**src/sv/uplink_frame_validator_defines.svh**
```systemverilog
// Assertion macros shared by the frame validator.
// Depends on nothing; the including module supplies clock and reset.
`ifndef UPLINK_FRAME_VALIDATOR_DEFINES_SVH
`define UPLINK_FRAME_VALIDATOR_DEFINES_SVH

// Same-cycle implication, checked outside reset.
`define UFV_ASSERT_NOW(label, ante, cons, msg) \
   label: assert property (@(posedge clock) disable iff (reset) (ante) |-> (cons)) \
      else $error(msg);

// Next-cycle implication, checked outside reset.
`define UFV_ASSERT_NEXT(label, ante, cons, msg) \
   label: assert property (@(posedge clock) disable iff (reset) (ante) |=> (cons)) \
      else $error(msg);

`endif

```
**src/sv/ufv_pkg.sv**
```systemverilog
// Shared types, constants and helper functions of the frame validator.
// Used by every module of the block; depends on nothing.
package ufv_pkg;

   localparam int unsigned MAX_FRAME_BYTES = 1024;
   localparam int unsigned COUNT_W         = 32;
   localparam int unsigned TOTAL_W         = 32;
   localparam int unsigned LEN_W           = 11;
   localparam int unsigned PAD_UNIT        = 8;
   localparam int unsigned WORD_BYTES      = 2;
   localparam int unsigned PADDR_W         = 4;
   localparam int unsigned PDATA_W         = 32;
   localparam int unsigned QUEUE_DEPTH     = 4;
   localparam int unsigned QPTR_W          = $clog2(QUEUE_DEPTH);

   localparam logic [LEN_W-1:0] RESET_EXPECTED_LENGTH = LEN_W'(86);
   localparam logic [LEN_W-1:0] RESET_PAYLOAD_LIMIT   = LEN_W'(256);

   typedef enum logic [2:0] {
      VERDICT_GOOD_CHECKED   = 3'd0,
      VERDICT_GOOD_UNCHECKED = 3'd1,
      VERDICT_NO_PREAMBLE    = 3'd2,
      VERDICT_BAD_LENGTH     = 3'd3,
      VERDICT_LEN_MISMATCH   = 3'd4,
      VERDICT_BAD_CHECKSUM   = 3'd5
   } verdict_type;

   typedef enum logic [1:0] {
      REG_CHECK_ENABLE    = 2'd0,
      REG_EXPECTED_LENGTH = 2'd1,
      REG_PAYLOAD_LIMIT   = 2'd2
   } reg_index_type;

   typedef struct packed {
      logic             check_enable;
      logic [LEN_W-1:0] expected_length;
      logic [LEN_W-1:0] payload_limit;
   } cfg_type;

   // Summary of one finished frame, handed from the front to the back.
   typedef struct packed {
      logic [LEN_W-1:0] frame_length;
      logic             xor_zero;
      logic             preamble;
   } frame_sum_type;

   typedef struct packed {
      logic head_valid;
      logic full;
   } queue_status_type;

   // Payload limit saturated at the largest frame the block supports.
   function automatic logic [LEN_W-1:0] eff_limit(input logic [LEN_W-1:0] limit);
      logic [LEN_W-1:0] max_len;
      max_len = LEN_W'(MAX_FRAME_BYTES);
      return (limit > max_len) ? max_len : limit;
   endfunction

endpackage

```
**src/sv/uplink_frame_validator.sv**
```systemverilog
// Top level of the uplink frame validator: register port, front, queue, back.
// Depends on ufv_pkg, ufv_front, ufv_queue, ufv_back and the defines header.
//
// Usage: frame bytes enter on the req_ channel, one item per byte, with
// req_last_byte marking the final byte and req_preamble_valid sampled there.
// Each frame yields exactly one item on the rsp_ channel, issued after its
// final byte: a verdict, the kept and padded lengths, and the frame counters
// as they stand after that frame. Bytes that are not final yield nothing.
// Throughput is one byte per cycle while req_stall is low; the running XOR
// and byte count in the front are registered as each byte is accepted. The
// frame summary is written into the queue at the edge that accepts the
// final byte and moves from there into the result register, raising
// rsp_valid, once that register is free. A four-entry queue of frame
// summaries separates the front from the back; req_stall rises only when
// that queue is full, which happens only after the receiver has stalled rsp_
// long enough for four summaries to back up behind the held result. A
// stalled result holds steady.
// Reset is synchronous: it empties the queue, clears the per-frame state and
// all counters, and loads the registers with check_enable 1, expected_length
// 86 and payload_limit 256. Registers sit at byte addresses 0, 4 and 8 and
// should be written only while no frame is in flight.
`include "uplink_frame_validator_defines.svh"
module uplink_frame_validator import ufv_pkg::*; (
   input  logic               clock,
   input  logic               reset,
   input  logic               req_valid,
   output logic               req_stall,
   input  logic [7:0]         req_data_byte,
   input  logic               req_last_byte,
   input  logic               req_preamble_valid,
   output logic               rsp_valid,
   input  logic               rsp_stall,
   output logic [2:0]         rsp_verdict,
   output logic [LEN_W-1:0]   rsp_frame_length,
   output logic [LEN_W-1:0]   rsp_padded_length,
   output logic [TOTAL_W-1:0] rsp_received_total,
   output logic [TOTAL_W-1:0] rsp_good_total,
   output logic [TOTAL_W-1:0] rsp_bad_total,
   output logic [TOTAL_W-1:0] rsp_bad_length_total,
   output logic [TOTAL_W-1:0] rsp_bad_checksum_total,
   input  logic               psel,
   input  logic               penable,
   input  logic               pwrite,
   input  logic [PADDR_W-1:0] paddr,
   input  logic [PDATA_W-1:0] pwdata,
   output logic [PDATA_W-1:0] prdata,
   output logic               pready
);

   cfg_type          cfg_ff;
   logic             cfg_write;
   reg_index_type    reg_index;
   logic             req_accept;
   logic             push;
   frame_sum_type    push_data;
   frame_sum_type    head;
   queue_status_type queue_status;
   logic             pop;
   verdict_type      verdict;

   // Register port. Every access completes in its access cycle.
   assign pready    = 1'b1;
   assign cfg_write = psel && penable && pwrite && pready;
   assign reg_index = reg_index_type'(paddr[3:2]);

   always_ff @(posedge clock) begin
      if (reset) begin
         cfg_ff.check_enable    <= 1'b1;
         cfg_ff.expected_length <= RESET_EXPECTED_LENGTH;
         cfg_ff.payload_limit   <= RESET_PAYLOAD_LIMIT;
      end else if (cfg_write) begin
         case (reg_index)
            REG_CHECK_ENABLE:    cfg_ff.check_enable    <= pwdata[0];
            REG_EXPECTED_LENGTH: cfg_ff.expected_length <= pwdata[LEN_W-1:0];
            REG_PAYLOAD_LIMIT:   cfg_ff.payload_limit   <= pwdata[LEN_W-1:0];
            default: begin
            end
         endcase
      end
   end

   // Reads of unused addresses return zero.
   always_comb begin
      case (reg_index)
         REG_CHECK_ENABLE:    prdata = PDATA_W'(cfg_ff.check_enable);
         REG_EXPECTED_LENGTH: prdata = PDATA_W'(cfg_ff.expected_length);
         REG_PAYLOAD_LIMIT:   prdata = PDATA_W'(cfg_ff.payload_limit);
         default:             prdata = '0;
      endcase
   end

   // The front only stalls when the summary queue has no room left.
   assign req_stall  = queue_status.full;
   assign req_accept = req_valid && !req_stall;

   ufv_front u_front (
      .clock          (clock),
      .reset          (reset),
      .cfg            (cfg_ff),
      .accept         (req_accept),
      .data_byte      (req_data_byte),
      .last_byte      (req_last_byte),
      .preamble_valid (req_preamble_valid),
      .push           (push),
      .push_data      (push_data)
   );

   ufv_queue u_queue (
      .clock     (clock),
      .reset     (reset),
      .push      (push),
      .push_data (push_data),
      .pop       (pop),
      .head      (head),
      .status    (queue_status)
   );

   ufv_back u_back (
      .clock              (clock),
      .reset              (reset),
      .cfg                (cfg_ff),
      .head               (head),
      .head_valid         (queue_status.head_valid),
      .pop                (pop),
      .rsp_stall          (rsp_stall),
      .rsp_valid          (rsp_valid),
      .verdict            (verdict),
      .frame_length       (rsp_frame_length),
      .padded_length      (rsp_padded_length),
      .received_total     (rsp_received_total),
      .good_total         (rsp_good_total),
      .bad_total          (rsp_bad_total),
      .bad_length_total   (rsp_bad_length_total),
      .bad_checksum_total (rsp_bad_checksum_total)
   );

   assign rsp_verdict = verdict;

   // Every counted frame is either good or bad, and every bad frame is
   // blamed on exactly one cause.
   `UFV_ASSERT_NOW(a_received_split, 1'b1,
      rsp_received_total == TOTAL_W'(rsp_good_total + rsp_bad_total),
      "received total differs from good plus bad")
   `UFV_ASSERT_NOW(a_bad_split, 1'b1,
      rsp_bad_total == TOTAL_W'(rsp_bad_length_total + rsp_bad_checksum_total),
      "bad total differs from its causes")
   // A rejected frame never reports a padded length.
   `UFV_ASSERT_NOW(a_reject_no_pad,
      rsp_valid && (verdict == VERDICT_BAD_LENGTH || verdict == VERDICT_LEN_MISMATCH ||
                    verdict == VERDICT_BAD_CHECKSUM),
      rsp_padded_length == '0, "rejected frame has a padded length")
   // A frame summary is never offered to a full queue.
   `UFV_ASSERT_NOW(a_no_overflow, push, !queue_status.full,
      "frame summary pushed into a full queue")
   // Once a summary is queued, the result register sees a valid head next.
   `UFV_ASSERT_NEXT(a_push_visible, push, queue_status.head_valid || rsp_valid,
      "queued summary went missing")

endmodule

```
**src/sv/ufv_front.sv**
```systemverilog
// Front end of the frame validator: takes frame bytes, folds the XOR, and
// pushes one summary per frame. Depends on ufv_pkg.
module ufv_front import ufv_pkg::*; (
   input  logic                clock,
   input  logic                reset,
   input  cfg_type             cfg,
   input  logic                accept,
   input  logic [7:0]          data_byte,
   input  logic                last_byte,
   input  logic                preamble_valid,
   output logic                push,
   output frame_sum_type       push_data
);

   logic [LEN_W-1:0] byte_count_ff, byte_count_in;
   logic [7:0]       low_byte_hold_ff, low_byte_hold_in;
   logic [15:0]      word_xor_ff, word_xor_in;
   logic [LEN_W-1:0] limit;
   logic             keep;
   logic [LEN_W-1:0] count_next;
   logic [7:0]       hold_next;
   logic [15:0]      xor_next;

   assign limit = eff_limit(cfg.payload_limit);
   assign keep  = byte_count_ff < limit;

   always_comb begin
      count_next = byte_count_ff;
      hold_next  = low_byte_hold_ff;
      xor_next   = word_xor_ff;
      if (keep) begin
         if (!byte_count_ff[0]) begin
            hold_next = data_byte;
         end else begin
            xor_next = word_xor_ff ^ {data_byte, low_byte_hold_ff};
         end
         count_next = byte_count_ff + LEN_W'(1);
      end
   end

   // The per-frame state clears once the final byte has been summarized.
   always_comb begin
      byte_count_in    = byte_count_ff;
      low_byte_hold_in = low_byte_hold_ff;
      word_xor_in      = word_xor_ff;
      if (accept) begin
         if (last_byte) begin
            byte_count_in    = '0;
            low_byte_hold_in = '0;
            word_xor_in      = '0;
         end else begin
            byte_count_in    = count_next;
            low_byte_hold_in = hold_next;
            word_xor_in      = xor_next;
         end
      end
   end

   always_ff @(posedge clock) begin
      if (reset) begin
         byte_count_ff    <= '0;
         low_byte_hold_ff <= '0;
         word_xor_ff      <= '0;
      end else begin
         byte_count_ff    <= byte_count_in;
         low_byte_hold_ff <= low_byte_hold_in;
         word_xor_ff      <= word_xor_in;
      end
   end

   assign push                   = accept && last_byte;
   assign push_data.frame_length = count_next;
   assign push_data.xor_zero     = (xor_next == 16'h0000);
   assign push_data.preamble     = preamble_valid;

endmodule

```
**src/sv/ufv_queue.sv**
```systemverilog
// Small register queue of frame summaries between front and back.
// Depends on ufv_pkg.
module ufv_queue import ufv_pkg::*; (
   input  logic             clock,
   input  logic             reset,
   input  logic             push,
   input  frame_sum_type    push_data,
   input  logic             pop,
   output frame_sum_type    head,
   output queue_status_type status
);

   frame_sum_type     entry_ff [QUEUE_DEPTH];
   logic [QPTR_W-1:0] wr_ptr_ff, rd_ptr_ff;
   logic [QPTR_W:0]   fill_ff, fill_in;
   logic              do_push, do_pop;

   assign status.full       = (fill_ff == (QPTR_W+1)'(QUEUE_DEPTH));
   assign status.head_valid = (fill_ff != '0);
   assign do_push           = push && !status.full;
   assign do_pop            = pop && status.head_valid;
   assign head              = entry_ff[rd_ptr_ff];

   always_comb begin
      fill_in = fill_ff;
      if (do_push && !do_pop) begin
         fill_in = fill_ff + (QPTR_W+1)'(1);
      end else if (do_pop && !do_push) begin
         fill_in = fill_ff - (QPTR_W+1)'(1);
      end
   end

   always_ff @(posedge clock) begin
      if (reset) begin
         wr_ptr_ff <= '0;
         rd_ptr_ff <= '0;
         fill_ff   <= '0;
      end else begin
         fill_ff <= fill_in;
         if (do_push) begin
            wr_ptr_ff <= wr_ptr_ff + QPTR_W'(1);
         end
         if (do_pop) begin
            rd_ptr_ff <= rd_ptr_ff + QPTR_W'(1);
         end
      end
   end

   always_ff @(posedge clock) begin
      if (do_push) begin
         entry_ff[wr_ptr_ff] <= push_data;
      end
   end

endmodule

```
**src/sv/ufv_back.sv**
```systemverilog
// Back end of the frame validator: judges frame summaries, keeps the
// counters and holds the result register. Depends on ufv_pkg.
module ufv_back import ufv_pkg::*; (
   input  logic               clock,
   input  logic               reset,
   input  cfg_type            cfg,
   input  frame_sum_type      head,
   input  logic               head_valid,
   output logic               pop,
   input  logic               rsp_stall,
   output logic               rsp_valid,
   output verdict_type        verdict,
   output logic [LEN_W-1:0]   frame_length,
   output logic [LEN_W-1:0]   padded_length,
   output logic [TOTAL_W-1:0] received_total,
   output logic [TOTAL_W-1:0] good_total,
   output logic [TOTAL_W-1:0] bad_total,
   output logic [TOTAL_W-1:0] bad_length_total,
   output logic [TOTAL_W-1:0] bad_checksum_total
);

   logic                rsp_valid_ff;
   verdict_type         verdict_ff, verdict_in;
   logic [LEN_W-1:0]    frame_length_ff;
   logic [LEN_W-1:0]    padded_ff, padded_in;
   logic [COUNT_W-1:0]  received_ff, good_ff, bad_ff, bad_length_ff, bad_checksum_ff;
   logic [LEN_W-1:0]    limit;
   logic [LEN_W:0]      rounded;
   logic [LEN_W-1:0]    len;
   logic                load;

   assign load  = head_valid && (!rsp_valid_ff || !rsp_stall);
   assign pop   = load;
   assign len   = head.frame_length;
   assign limit = eff_limit(cfg.payload_limit);

   always_comb begin
      rounded = ({1'b0, len} + (LEN_W+1)'(PAD_UNIT - 1)) & ~((LEN_W+1)'(PAD_UNIT - 1));
      if (rounded > {1'b0, limit}) begin
         padded_in = (len > limit) ? len : limit;
      end else begin
         padded_in = rounded[LEN_W-1:0];
      end
      if (!head.preamble) begin
         verdict_in = VERDICT_NO_PREAMBLE;
      end else if (!cfg.check_enable) begin
         verdict_in = VERDICT_GOOD_UNCHECKED;
      end else if (len[0] || len <= LEN_W'(WORD_BYTES)) begin
         verdict_in = VERDICT_BAD_LENGTH;
      end else if (len != cfg.expected_length) begin
         verdict_in = VERDICT_LEN_MISMATCH;
      end else if (!head.xor_zero) begin
         verdict_in = VERDICT_BAD_CHECKSUM;
      end else begin
         verdict_in = VERDICT_GOOD_CHECKED;
      end
      if (verdict_in inside {VERDICT_BAD_LENGTH, VERDICT_LEN_MISMATCH,
                             VERDICT_BAD_CHECKSUM}) begin
         padded_in = '0;
      end
   end

   // Counters move only when a result is loaded, so the result register
   // can show them directly while it waits for the receiver.
   always_ff @(posedge clock) begin
      if (reset) begin
         rsp_valid_ff    <= 1'b0;
         received_ff     <= '0;
         good_ff         <= '0;
         bad_ff          <= '0;
         bad_length_ff   <= '0;
         bad_checksum_ff <= '0;
      end else begin
         if (load) begin
            rsp_valid_ff <= 1'b1;
            if (head.preamble) begin
               received_ff <= received_ff + COUNT_W'(1);
            end
            case (verdict_in)
               VERDICT_GOOD_CHECKED, VERDICT_GOOD_UNCHECKED: begin
                  good_ff <= good_ff + COUNT_W'(1);
               end
               VERDICT_BAD_LENGTH, VERDICT_LEN_MISMATCH: begin
                  bad_ff        <= bad_ff + COUNT_W'(1);
                  bad_length_ff <= bad_length_ff + COUNT_W'(1);
               end
               VERDICT_BAD_CHECKSUM: begin
                  bad_ff          <= bad_ff + COUNT_W'(1);
                  bad_checksum_ff <= bad_checksum_ff + COUNT_W'(1);
               end
               default: begin
               end
            endcase
         end else if (!rsp_stall) begin
            rsp_valid_ff <= 1'b0;
         end
      end
   end

   always_ff @(posedge clock) begin
      if (load) begin
         verdict_ff      <= verdict_in;
         frame_length_ff <= len;
         padded_ff       <= padded_in;
      end
   end

   assign rsp_valid          = rsp_valid_ff;
   assign verdict            = verdict_ff;
   assign frame_length       = frame_length_ff;
   assign padded_length      = padded_ff;
   assign received_total     = TOTAL_W'(received_ff);
   assign good_total         = TOTAL_W'(good_ff);
   assign bad_total          = TOTAL_W'(bad_ff);
   assign bad_length_total   = TOTAL_W'(bad_length_ff);
   assign bad_checksum_total = TOTAL_W'(bad_checksum_ff);

endmodule

```
**config.mk**
```make
export PLATFORM = sky130hd
export DESIGN_NAME = uplink_frame_validator
export DESIGN_NICKNAME = d
export VERILOG_FILES = /design/src/sv/ufv_pkg.sv /design/src/sv/uplink_frame_validator.sv /design/src/sv/ufv_front.sv /design/src/sv/ufv_queue.sv /design/src/sv/ufv_back.sv
export VERILOG_INCLUDE_DIRS = /design/src /design/src/sv
export SDC_FILE = /design/constraint.sdc
export NUM_CORES = 1
export LEC_CHECK = 0
export ABC_AREA = 1
export BUFFER_PORTS_ARGS = -buffer_cell sky130_fd_sc_hd__buf_2
export CAP_MARGIN = 20
export CORE_MARGIN = 4
export CORE_UTILIZATION = 28
export DETAILED_ROUTE_END_ITERATION = 12
export PLACE_DENSITY = 0.53
export RECOVER_POWER = 100
export SETUP_SLACK_MARGIN = 0.3
export SYNTH_ARGS = -nofsm -noshare
export SYNTH_HDL_FRONTEND = slang
export SYNTH_SLANG_ARGS = --single-unit
export TNS_END_PERCENT = 30
```
**constraint.sdc**
```tcl
create_clock -name clock -period 5.3 [get_ports clock]
set_input_delay 0.53 -clock clock [delete_from_list [all_inputs] [get_ports clock]]
set_output_delay 0.53 -clock clock [all_outputs]
set_load 0.01 [all_outputs]
```
# ---- Yosys cells after proc, flatten, opt, wreduce, memory -nomap -nowiden
# Memory sizes are Yosys's and may differ from the RTL's. A register that Yosys moved wholly into a read port is not among the register bits.
# Cells that the tools add are included.
dict set report word_totals {
  reg_bits 251
  latch_bits 0
  ramBits 52
  romBits 0
  in_bits 53
  mem_count 1
}
# name words word_bits read_ports rd_ports_with_merged_regs wr line
set mem_list {}
lappend mem_list {u_queue.entry_ff 4 13 1 1 1 ufv_queue.sv:13} ;# frame_sum_type entry_ff [QUEUE_DEPTH];
dict set report classes {
  addsub 11
  multipliers 0
  div_mod_pow 0
  magnitude_cmp 5
  eq_ne 10
  shift 0
  muxes 25
  n_bitwise 2
  n_reduce_logical 36
}
# operator count
set ops {}
lappend ops {{$add 32x1->32 const B} 5}
lappend ops {{$mux 11} 5}
lappend ops {{$mux 16} 3}
lappend ops {{$pmux 11 s3} 1}
lappend ops {{$mux 8} 3}
lappend ops {{$mux 3} 7}
lappend ops {{$logic_not 16->1} 1}
lappend ops {{$reduce_and 2->1} 8}
lappend ops {{$xor 16x16->16} 1}
lappend ops {{$add 11x3->12 const B} 1}
lappend ops {{$gt 12x11->1} 1}
lappend ops {{$add 11x1->11 const B} 1}
lappend ops {{$gt 11x11->1} 1}
lappend ops {{$gt 11x11->1 const B} 1}
lappend ops {{$le 11x2->1 const B} 1}
lappend ops {{$lt 11x11->1} 1}
lappend ops {{$ne 11x11->1} 1}
lappend ops {{$eq 3x3->1 const B} 3}
lappend ops {{$logic_and 1x1->1} 9}
lappend ops {{$reduce_bool 3->1} 2}
lappend ops {{$reduce_or 2->1} 3}
lappend ops {{$logic_not 1->1} 5}
lappend ops {{$add 2x1->2 const B} 2}
lappend ops {{$mux 1} 4}
lappend ops {{16 further kinds} 19}

# ---- Depth between registers and ports, before layout
dict set report logic_depth {
  word_depth 9
  ltp_mapped 24
}

# ---- Modules after synthesis
# A second synthesis with hierarchy kept.
dict set report hier_totals {
  cells_unflattened 2375
  hier_area_um2 17167.7
}
# module n_inst cells_per_inst area_per_inst_um2
set modules_own_cells {}
lappend modules_own_cells {ufv_back 1 1579 10870.4}
lappend modules_own_cells {ufv_front 1 396 2529.9}
lappend modules_own_cells {ufv_queue 1 195 2469.9}
lappend modules_own_cells {uplink_frame_validator 1 205 1297.5}

# ---- Worst setup path before layout
# No wires, ideal clock.
dict set report synth_path {
  path_kind {reg2reg}
  start {register (tool-made name)}
  end {register u_back.padded_ff[10], in the netlist u_back.padded_length[10], data pin}
  setup_ns 0.146
  t_arrival_ns 2.766
  t_required_ns 5.154
  setup_slack_ns 2.388
  stages_incl_launch_ff 23
  path_buffers 2
  synth_period_minus_slack_ns 2.912
  cell_sequence {dfxtp_1 -> buf_6 -> inv_6 -> buf_6 -> nand2_1 -> nand3_1 -> nand2_1 -> nand3_1 -> nand4_1 -> nor2_1 -> nand2_1 -> inv_1 -> nand2_1 -> nand2_1 -> inv_1 -> ha_1 -> a21oi_1 -> a21oi_1 -> o21ai_0 -> nand2_2 -> inv_1 -> nand2_1 -> a21oi_1}
}
# element line
set synth_lines {}
lappend synth_lines {{end signal: assignment} ufv_back.sv:104} ;# padded_ff <= padded_in;
lappend synth_lines {{end: declaration} ufv_back.sv:25} ;# logic [LEN_W-1:0] padded_ff, padded_in;

==> metrics.txt <==
area occupied by registers 6880 um2; starting density of the core 0.284; largest net degree at the start of global routing 82; area of the mapped netlist 17,200 um2; arrival time of data at the critical path endpoint 4730 ps; number of rows in the core area 90; Worst Path Max Fanout 25; hold crit path type in -> reg; CTS Hold Bufs 0; Die Height 256 um; buffer type at the clock tree root clkbuf_16; number of gates resized after CTS 0; Sinks on Clock Net 305; largest area contributor in the netlist dfxtp_1; antenna violations before repair 0; largest family of logic cells by synthesized area simple AND/OR/NAND/NOR gates; Avg Inst Size Synth 7.59 um2; Mapped Cells 2,271; PortBufs 227; total negative setup slack 0 ps; net total in the final layout 2,573; Max Freq 229 MHz; Max Cap Violations 2; grt total ovfl 0; most used standard cells in the synthesized netlist nand2_1, dfxtp_1, nor2_1; maximum resistive drop on vdd 0.247 mV; library cell with the highest instance count after synthesis nand2_1; global-route wire length before repair 84,400 um; fraction of synthesized cell area in xor and xnor cells 0.0666; final count of hold timing violations 0; clock tree from TritonCTS built; area growth from synthesis to layout 13.9%; crit start category register; unrepaired setup endpoints after global routing false; fraction of the yosys area taken by sequential cells 0.399; detailed router's first-iteration violation count 1,047; fraction of the mapped netlist area in compound gates 0.105; routability-driven placement congestion ratio 0.881; leading cell types by total area after synthesis dfxtp_1, edfxtp_1, nand2_1; number of pins with negative max-slew slack in the final report 96; full die area 65,600 um2; floorplan die width 256 um; number of failing setup endpoints in the final timing report 0; area of the placeable core 60,700 um2; setup slack, reg-to-reg 940 ps; Final Skew 27.3 ps; Worst-Skew Late Latency 570 ps; vias after detailed routing 15,700; wire length per cell 16.3 um; num ports 273; count of filler cells inserted in the layout 6,527; number of global-route vias before repair 15,000; H-tree depth 2; TritonCTS Buffers 39; detailed placer's ending HPWL 39,700 um; outcome finished with violations; combined area of the multi-input logic cells 8660 um2; final critical-path share of the clock period 0.823; post-synthesis async set-or-reset flop share 0; predominant post-synthesis flop cell dfxtp_1; post-synthesis share of cell area spent on full adders, half adders and majority gates 0.0302; global-route usage over all layers 0.157; top-area cell type share of the netlist area 0.265; count of antenna diodes in the layout 0; Yosys Warn Count 0; Residual DRC 0; headroom to the max-slew limit -1.13; drt first pass iters 5; slew at the pin closest to its max-slew limit 3200 ps; share of the core filled with cells 0.323; worst min-delay path startpoint pwdata[2]; failing checks capacitance limit, slew limit; Clock Path Buffers 3; kind of capture point of the worst setup path register; kind of critical path reg -> reg; WP data required 5670 ps; post-CTS setup buffer count 0; fraction of final layout cells with drive strength greater than 1 0.0729; multiplexer area fraction after synthesis 0; simple-gate portion of the synthesized area 0.315; WL final 53,500 um; clock transition at the registers of the reported paths 60 ps; number of synthesized register bits 305; total power per unit cell area 412 nW/um2; vias per inst 4.78; number of distinct library cell variants in the gate-level netlist after synthesis 59; number of routed nets with antenna violations 0; post-layout minimum cycle time 4360 ps; P_leak 7.02 nW; Post-synth EDFFs 77
through the flow:
step           cell area, um2  hold slack (ps)  worst slack [ps]  total power, mW  cells
2_1_floorplan           17300              436              2390             5.04   2291
3_3_place_gp            18900              455              1250             5.57   3220
3_5_place_dp            18900              463              1200             5.61   3220
4_1_cts                 20200              142              1160             8.40   3292
5_1_grt                 19600              201               570             8.63   3292
6_report                19600              223               938             8.09   3292
routing by layer:
metal / share of wire / global-route usage
met1: 0.44 / 0.206
met2: 0.45 / 0.254
met3: 0.083 / 0.0442
met4: 0.023 / 0.0416
met5: 0 / 0
final cells by class:
type | count | share of cell area
timing repair buffer | 242 | 0.0499
clock buffer | 48 | 0.0540
multi-input combinational | 1679 | 0.441
inverter | 212 | 0.0408
clock inverter | 24 | 0.0138
sequential | 305 | 0.350
tap | 782 | 0.0499
path summary, 6_finish.rpt:
check / endpoint / depth (start not counted)
worst max-delay path: u_back.padded_length[10] / 22
worst min-delay path: cfg_ff[13] / 3
worst max register to register: u_back.padded_length[10] / 22
worst min register to register: u_front.low_byte_hold_ff[2] / 2
logic make-up (layout without fill, tap and decap cells):
family	count (synthesis)	in the layout
compound gates	314	314
xor+xnor	131	131
fa+ha+maj	41	41
buf+inv	307	526
flops	305	305
other cells	2	22
simple gates	1171	1171
worst max-delay path, stage by stage (launching register included):
cell	delay [ps]
dfxtp_1	730
inv_6	190
nand2_1	100
nand3_1	90
nand2_1	400
nand3_1	290
nand4_1	230
nor2_1	80
nand2_1	80
inv_1	70
nand2_1	70
nand2_1	50
nand2_1	60
inv_1	50
ha_1	290
nand3_1	90
nor3_1	180
o211ai_1	130
o21ai_0	160
nand2_1	270
inv_1	260
nand2_1	80
a21oi_1	190
report_power, final:
part           leakage, nW  internal, mW  switching, mW
logic                 3.79         0.650           1.92
clock network        0.652          1.63           1.10
registers             2.58          2.67          0.122
state kept, by name, indices dropped and copies added (netlist names), named ones only:
register / count
u_queue.entry_ff: 52
u_back.bad_checksum_total: 32
u_back.bad_length_total: 32
u_back.bad_total: 32
u_back.good_total: 32
u_back.received_total: 32
cfg_ff: 23
u_front.word_xor_ff: 16
u_back.frame_length: 11
u_back.padded_length: 11
u_front.byte_count_ff: 11
u_front.low_byte_hold_ff: 8
u_back.verdict: 3
u_queue.fill_ff: 3
u_queue.rd_ptr_ff: 2
u_queue.wr_ptr_ff: 2
u_back.rsp_valid: 1
placed cells by master (no fill, tap or decap), types with 35 or more instances in the layout:
cell type | synthesis | final
clkbuf_16 | 0 | 39
edfxtp_1 | 77 | 77
nand3_1 | 111 | 144
nor3_1 | 82 | 85
o21ai_0 | 61 | 62
inv_1 | 202 | 204
a21oi_1 | 173 | 183
nand2_1 | 588 | 602
xnor2_1 | 35 | 35
dfxtp_1 | 228 | 228
xor2_1 | 96 | 96
clkbuf_1 | 36 | 210
ha_1 | 40 | 40
nand4_1 | 37 | 38
nor2_1 | 208 | 216
No activity file was read; power rests on OpenSTA's default activity.
